<file path="src/lsd_pkg.sv">
// Shared constants and types for the line segment densifier.
package lsd_pkg;

  localparam int unsigned CoordW = 31;
  localparam int unsigned DiffW = CoordW + 1;
  localparam int unsigned LenW = 32;
  localparam int unsigned RadW = 2 * DiffW;
  localparam int unsigned SpacingW = 32;
  localparam int unsigned SpacingReset = 65536;
  localparam int unsigned MaxPointsDefault = 64;

  // Commands from the controller to the datapath.
  typedef struct packed {
    logic load;       // capture the segment and the start point
    logic abs;        // take the absolute differences
    logic square;     // form the sum of squares and clear the root
    logic sqrt_step;  // one digit pair of the square root
    logic cnt_start;  // start the count division
    logic cnt_step;   // one quotient bit of the count division
    logic cnt_fix;    // round up and clamp the count, start the step divisions
    logic stp_step;   // one quotient bit of both step divisions
    logic stp_fix;    // apply signs to the steps
    logic advance;    // move to the next point
  } lsd_cmd_t;

  // Status from the datapath to the controller.
  typedef struct packed {
    logic len_zero;
    logic last_pt;
    logic next_last;
  } lsd_sts_t;

endpackage

</file>
<file path="src/lsd_ctrl.sv">
// Controller state machine that sequences the datapath and the handshakes.
module lsd_ctrl (
  input  logic              clk,
  input  logic              rst,
  input  logic              in_valid,
  output logic              in_ready,
  output logic              out_valid,
  input  logic              out_ready,
  output logic              last,
  input  lsd_pkg::lsd_sts_t sts,
  output lsd_pkg::lsd_cmd_t cmd
);
  import lsd_pkg::*;

  localparam int unsigned CW = $clog2(LenW + 1);

  typedef enum logic [3:0] {
    S_IDLE, S_ABS, S_SQ, S_SQRT, S_LEN, S_CNT, S_CFIX, S_STEP, S_SFIX, S_EMIT
  } state_t;

  state_t state;
  logic [CW-1:0] step;

  always_comb begin
    cmd.load = (state == S_IDLE) && in_valid;
    cmd.abs = (state == S_ABS);
    cmd.square = (state == S_SQ);
    cmd.sqrt_step = (state == S_SQRT);
    cmd.cnt_start = (state == S_LEN);
    cmd.cnt_step = (state == S_CNT);
    cmd.cnt_fix = (state == S_CFIX);
    cmd.stp_step = (state == S_STEP);
    cmd.stp_fix = (state == S_SFIX);
    cmd.advance = (state == S_EMIT) && out_ready && !last;
  end

  assign in_ready = (state == S_IDLE);

  always_ff @(posedge clk) begin
    if (rst) begin
      state <= S_IDLE;
      step <= '0;
      out_valid <= 1'b0;
      last <= 1'b0;
    end else begin
      case (state)
        S_IDLE: begin
          if (in_valid) state <= S_ABS;
        end
        S_ABS: begin
          state <= S_SQ;
          step <= '0;
        end
        S_SQ: begin
          state <= S_SQRT;
        end
        S_SQRT: begin
          if (step == CW'(LenW - 1)) begin
            step <= '0;
            state <= S_LEN;
          end else begin
            step <= step + CW'(1);
          end
        end
        S_LEN: begin
          if (sts.len_zero) begin
            state <= S_EMIT;
            out_valid <= 1'b1;
            last <= 1'b1;
          end else begin
            state <= S_CNT;
          end
        end
        S_CNT: begin
          if (step == CW'(LenW - 1)) begin
            step <= '0;
            state <= S_CFIX;
          end else begin
            step <= step + CW'(1);
          end
        end
        S_CFIX: begin
          state <= S_STEP;
        end
        S_STEP: begin
          if (step == CW'(DiffW - 1)) begin
            step <= '0;
            state <= S_SFIX;
          end else begin
            step <= step + CW'(1);
          end
        end
        S_SFIX: begin
          state <= S_EMIT;
          out_valid <= 1'b1;
          last <= sts.last_pt;
        end
        S_EMIT: begin
          if (out_ready) begin
            if (last) begin
              out_valid <= 1'b0;
              last <= 1'b0;
              state <= S_IDLE;
            end else begin
              last <= sts.next_last;
            end
          end
        end
        default: state <= S_IDLE;
      endcase
    end
  end
endmodule

</file>
<file path="config.mk">
export PLATFORM = sky130hd
export DESIGN_NAME = lsd_ctrl
export DESIGN_NICKNAME = d
export VERILOG_FILES = /design/src/lsd_pkg.sv /design/src/lsd_ctrl.sv
export SDC_FILE = /design/constraint.sdc
export NUM_CORES = 1
export LEC_CHECK = 0
export BUFFER_PORTS_ARGS = -buffer_cell sky130_fd_sc_hd__buf_4
export CAP_MARGIN = 25
export CELL_PAD_IN_SITES_DETAIL_PLACEMENT = 0
export CELL_PAD_IN_SITES_GLOBAL_PLACEMENT = 2
export CORE_MARGIN = 10
export CORE_UTILIZATION = 25
export DETAILED_ROUTE_END_ITERATION = 12
export PLACE_DENSITY_LB_ADDON = 0.3
export SYNTH_ARGS = -nofsm -noshare
export SYNTH_HDL_FRONTEND = slang
export SYNTH_SLANG_ARGS = --single-unit
</file>
<file path="constraint.sdc">
create_clock -name clk -period 1.6 [get_ports clk]
set_clock_uncertainty 0.05 [all_clocks]
set_input_delay 0.08 -clock clk [delete_from_list [all_inputs] [get_ports clk]]
set_output_delay 0.08 -clock clk [all_outputs]
set_load 0.02 [all_outputs]
</file>
==> results.py, run 1 <==
metrics = {
    "sta": {
        "relSlewSlack_pct": 70.8,
        "period_needed_ps": 1620,
        "clock.fmax_mhz": 616,
        "setup_violations": 1,
        "drv_slew": 0,
        "setup_slack_ps": -23.5,
        "worst_pin_slew_ps": 435,
        "hold_viol_final": 0,
        "fin_crit_sh_pct": 101,
        "rsz0062_at_grt": "yes",
    },
    "place": {
        "io_buffers": 19,
        "place.gp.congestion": 0.803,
        "dp.cells": 179,
        "dp_hpwl_mm": 1.88,
    },
    "job": {
        "drv_cap": 0,
    },
    "yosys": {
        "synth_edf_count": 0,
        "yosys_warnings": 0,
        "yosysTopAreaCell": "dfxtp_1",
        "syn-cell-area_sq_um": 790,
        "seq_area_frac_synth_pct": 30.4,
        "ys_types": 39,
        "syn_avg_cell_area_sq_um": 7.52,
        "postSynth.asyncResetShare_pct": 0,
        "netlist_instances": 105,
        "synth_top_flop_cell": "dfxtp_1",
        "synth_top_area_share_pct": 30.4,
        "synth_area_leaders": "dfxtp_1 (30%), a21oi_1 (6.3%), nor3_1 (5.7%)",
        "yosys_register_bits": 12,
        "syn_nets": 113,
    },
    "floorplan": {
        "num_rows": 20,
        "core_sq_mm": 0.00303,
        "die_area_sq_mm": 0.00581,
        "fp.dieH_um": 76.2,
        "start_util_pct": 26.1,
        "ios": 20,
        "dieWidth_um": 76.2,
    },
    "routing": {
        "drt-total-wl_mm": 2.42,
        "ant_nets": 0,
        "routed-via-count": 909,
        "first_pass_iters": 4,
        "wl_per_cell_um": 13.2,
        "drcViolationCount": 0,
        "drtIter0Drc": 57,
        "viasPerCell": 4.97,
    },
    "worst_setup_path": {
        "end_kind": "flop",
        "cp_max_fo": 5,
        "crit_required_ps": 1750,
        "crit_type": "reg2reg",
        "startpoint_type": "flop",
        "cp.arrival_ps": 1780,
    },
    "layout": {
        "instances_no_fill": 183,
        "final_common_cell": "buf_4",
        "drive_above_1_share_pct": 39.6,
        "post-route-util_pct": 38.1,
        "diodes": 0,
        "final_cell_mix": "buf_4 (37), nor2_1 (11), a21oi_1 (10)",
        "nets": 149,
        "area_growth_pct": 46.1,
    },
    "power_and_ir_drop": {
        "power_frac_comb_pct": 45.9,
        "p_sw_share_pct": 37.2,
        "p_int_mw": 0.617,
        "ir_drop_mv": 0.368,
        "leakagePower_nw": 0.464,
        "power.share.sequential_pct": 34.9,
        "power.density_mw_per_mm2": 852,
        "p_sw_mw": 0.366,
        "clkPwrFrac_pct": 19.2,
    },
    "global_route": {
        "grt_max_degree": 13,
        "grt_overflow": 0,
        "grt.busiest_layer": "met2",
        "antenna_found_initial": 0,
        "first_global_vias": 875,
        "grt_pass1_wl_mm": 4.08,
        "use_met2_pct": 13.2,
        "track_usage_pct": 8.17,
        "met3_usage_pct": 1.77,
        "use_met1_pct": 10.4,
    },
    "clock_tree": {
        "clk-insertion-delay-late_ps": 270,
        "clock-sinks": 12,
        "cts_max_level": 1,
        "cts_tree": "built",
        "ctsLongestPathBuffers": 2,
        "cts-root-buf": "clkbuf_4",
        "clkTransAtPathRegs_ps": 80,
        "numCtsBuffers": 3,
    },
    "status": {
        "violations": "negative setup slack",
        "status": "finished, violations left",
    },
    "min_path": {
        "min_path_type": "in2reg",
    },
}
-- power groups by stage --
stage / logic [mW] / clock network [mW] / registers, mW
after floorplan: 0.280 / 0 / 0.335
after global placement: 0.440 / 0 / 0.345
after detailed placement: 0.441 / 0 / 0.346
after CTS: 0.444 / 0.192 / 0.340
after global routing: 0.495 / 0.205 / 0.346
final: 0.451 / 0.189 / 0.343
-- synthesized netlist by cell type, types with 3 or more instances --
master    number
clkbuf_1       3
nor3_1         9
nand2_1        6
nor2_1        11
dfxtp_1       12
nand2b_1       4
o21ai_0        6
inv_1          4
nand3_1        3
a21oi_1       10
-- cell families (layout without fill, tap and decap cells) --
kind of cell / count (synthesis) / in the layout / share of synthesized area (%)
DFF: 12 / 12 / 30.4
and+or+nand+nor: 49 / 49 / 34.1
adders and majority gates: 1 / 1 / 1.58
muxes: 1 / 1 / 1.27
AOI/OAI and AO/OA: 31 / 31 / 25.7
buffers and inverters: 11 / 45 / 6.97
-- per-layer routing --
metal | wire length, um | part of all wire, %
met5 | 0 | 0
met4 | 25 | 1.0
met3 | 86 | 3.6
met2 | 1140 | 47
met1 | 1170 | 48
-- through the flow --
step / setup WS [ps] / hold WS [ps] / instance area, sq um / TNS (ps) / total power [mW]
CTS: -44.8 / 29.3 / 1130 / -44.8 / 0.976
floorplan: -27.6 / 102 / 805 / -27.6 / 0.614
finish: -23.5 / 31.2 / 1150 / -23.5 / 0.983
global placement: 6.62 / 312 / 1100 / 0 / 0.785
global route: -99.7 / 33.2 / 1150 / -168 / 1.05
detailed placement: -23.9 / 323 / 1100 / -23.9 / 0.786
-- worst max-delay path: stages, from the launching register on --
cell	delay [ps]
dfxtp_2	330
ha_2	180
and3_4	190
a211o_1	270
or4_1	400
a31oi_1	140
-- final timing paths --
path	depth (start not counted)	to	startpoint	slack [ps]
hold / removal	2	state[2]	rst	30
hold reg to reg	1	step[5]	step[5]	440
setup reg to reg	5	step[3]	step[0]	-20
setup / recovery	5	step[3]	step[0]	-20
-- cell type report --
| cell class | count | area [sq um] |
|---|---|---|
| Fill cell | 330 | 1870 |
| Multi-Input combinational cell | 82 | 527 |
| Timing Repair Buffer | 38 | 289 |
| Sequential cell | 12 | 245 |
| Tap cell | 44 | 55.1 |
| Clock buffer | 3 | 22.5 |
| Inverter | 4 | 15.0 |
-- state kept, by name (all words and copies together), names as in the netlist --
register,cells
last,1
step,6
out_valid,1
state,4
-- timing repair --
item | in CTS | in global routing
hold buffers | 0 | 0
endpoints found under the setup margin | 2 | 8
cloned | 0 | 0
buffers inserted | 1 | 0
hold endpoints to repair | 0 | 0
gates resized for setup | 2 | 7
pin swaps | 1 | 0
Power figures use the tool's default switching activity.
==> run 2, diff against run 1 <==
--- a/config.mk
+++ b/config.mk
@@ -12,7 +12,7 @@
 export CORE_MARGIN = 10
 export CORE_UTILIZATION = 25
 export DETAILED_ROUTE_END_ITERATION = 12
-export PLACE_DENSITY_LB_ADDON = 0.3
+export PLACE_DENSITY = 0.79
 export SYNTH_ARGS = -nofsm -noshare
 export SYNTH_HDL_FRONTEND = slang
 export SYNTH_SLANG_ARGS = --single-unit
==> results.py, run 2 (synthesis gave the netlist of run 1 again) <==
metrics = {
    "worst_setup_path": {
        "startpoint": "step[0]",
        "crit_path_cell_trace": "ha_4, and3_4, a211o_1, or4_1, a31oi_1",
        "cp-endpoint": "step[3]",
        "cp.arrival_ps": 1770,
        "cp_slowest_stage_delay_ps": 400,
        "reg2reg_from": "step[0]",
        "end_kind": "flop",
        "reg2reg_to": "step[3]",
        "crit_required_ps": 1770,
        "slowest_stage": "or4_1",
        "r2r_slack_ps": 8,
        "cp_max_fo": 4,
        "crit_type": "reg2reg",
        "reg2reg_depth": 5,
        "startpoint_type": "flop",
    },
    "routing": {
        "drcViolationCount": 0,
        "ant_nets": 0,
        "routed-via-count": 889,
        "viasPerCell": 4.81,
        "drtIter0Drc": 25,
        "wl_per_cell_um": 12.7,
        "drt-total-wl_mm": 2.36,
        "first_pass_iters": 4,
    },
    "global_route": {
        "track_usage_pct": 8.48,
        "first_global_vias": 866,
        "antenna_found_initial": 0,
        "grt_pass1_wl_mm": 4.09,
        "grt_overflow": 0,
        "grt_max_degree": 14,
    },
    "clock_tree": {
        "cts_tree": "built",
        "clk-insertion-delay-late_ps": 290,
        "hold_buffers": 0,
        "numCtsBuffers": 3,
        "cts_max_level": 1,
        "ctsLongestPathBuffers": 2,
        "clock-sinks": 12,
        "cts-root-buf": "clkbuf_4",
        "clkTransAtPathRegs_ps": 80,
    },
    "layout": {
        "nets": 150,
        "largest_reg_flops": 6,
        "area_growth_pct": 50.4,
        "post-route-util_pct": 39.2,
        "diodes": 0,
        "multiInputGateArea_sq_um": 534,
        "regArea_sq_um": 250,
        "fill_cells": 331,
        "regMostFlops": "step",
        "reg.largest.list": "step (6), state (4)",
        "final_cell_mix": "buf_4 (38), nor2_1 (11), a21oi_1 (10)",
        "drive_above_1_share_pct": 41.8,
        "final_common_cell": "buf_4",
        "instances_no_fill": 185,
    },
    "floorplan": {
        "start_util_pct": 26.1,
        "ios": 20,
        "fp.dieH_um": 76.2,
        "num_rows": 20,
        "die_area_sq_mm": 0.00581,
        "core_sq_mm": 0.00303,
        "dieWidth_um": 76.2,
    },
    "place": {
        "place.gp.congestion": 0.741,
        "place_ws_ps": -42.3,
        "dp_hpwl_mm": 1.82,
        "io_buffers": 19,
        "dp.cells": 178,
    },
    "sta": {
        "worst_pin_slew_ps": 326,
        "fin_crit_sh_pct": 99.5,
        "setup_violations": 0,
        "hold_viol_final": 0,
        "setup_slack_ps": 8.27,
        "drv_slew": 0,
        "relSlewSlack_pct": 78.2,
        "rsz0062_at_grt": "yes",
        "clock.fmax_mhz": 628,
        "period_needed_ps": 1590,
        "holdWs_ps": 2.56,
    },
    "power_and_ir_drop": {
        "p_sw_share_pct": 36.0,
        "power.density_mw_per_mm2": 885,
        "power_frac_comb_pct": 42.8,
        "clkPwrFrac_pct": 24.2,
        "p_sw_mw": 0.378,
        "p_int_mw": 0.673,
        "power.share.sequential_pct": 33.0,
        "leakagePower_nw": 0.482,
        "ir_drop_mv": 0.325,
    },
    "status": {
        "status": "completed",
    },
    "job": {
        "drv_cap": 0,
    },
    "min_path": {
        "hold_start": "rst",
        "min_path_type": "in2reg",
    },
}
==> run 2: how the worst min path moves through the flow <==
stage	endpoint	cells after the start
2_1_floorplan	step[5]	1
3_3_place_gp	state[2]	2
3_5_place_dp	out_valid	2
4_1_cts	out_valid	2
5_1_grt	out_valid	2
6_report	out_valid	2
==> run 2: worst max-delay path, delay by kind of cell (launching register included) <==
family	cells	cell delay, ps
adder cells (fa/ha/maj)	1	150
flip-flops	1	340
AND/OR/NAND/NOR	2	590
AO/OA/AOI/OAI	2	400
==> run 2: final cells by class <==
class                   instances  area share (%)
multi-input cells              82            45.0
repair buffers                 39            25.0
flip-flops and latches         12            21.1
well taps                      44            4.64
clock buffers                   4            3.06
inverters                       4            1.26
==> run 2: what timing repair did <==
action	4_1_cts	5_1_grt
endpoints found under the setup margin	3	4
setup buffers	2	1
pin swaps	1	3
gates resized for setup	7	6
==> run 2: metal layers <==
layer | share of wire, % | wire length [um] | global-route usage, %
met2 | 45 | 1060 | 13.4
met5 | 0 | 0 | 0
met1 | 48 | 1130 | 9.87
met4 | 2.7 | 63 | 5.58
met3 | 4.2 | 99 | 2.24
==> run 2: through the flow <==
stage	total power [mW]	instance area [sq um]	TNS, ps
final	1.05	1190	0
after global routing	1.12	1190	-49.9
after CTS	1.04	1160	-36.2
after detailed placement	0.782	1090	-42.3
after global placement	0.780	1090	0
after floorplan	0.614	805	-27.6
==> run 2: power groups by stage <==
stage          registers (mW)  clock network [mW]  logic, mW
4_1_cts                 0.343               0.257      0.440
2_1_floorplan           0.335                   0      0.280
3_5_place_dp            0.346                   0      0.436
6_report                0.347               0.254      0.450
5_1_grt                 0.351               0.273      0.496
3_3_place_gp            0.347                   0      0.433
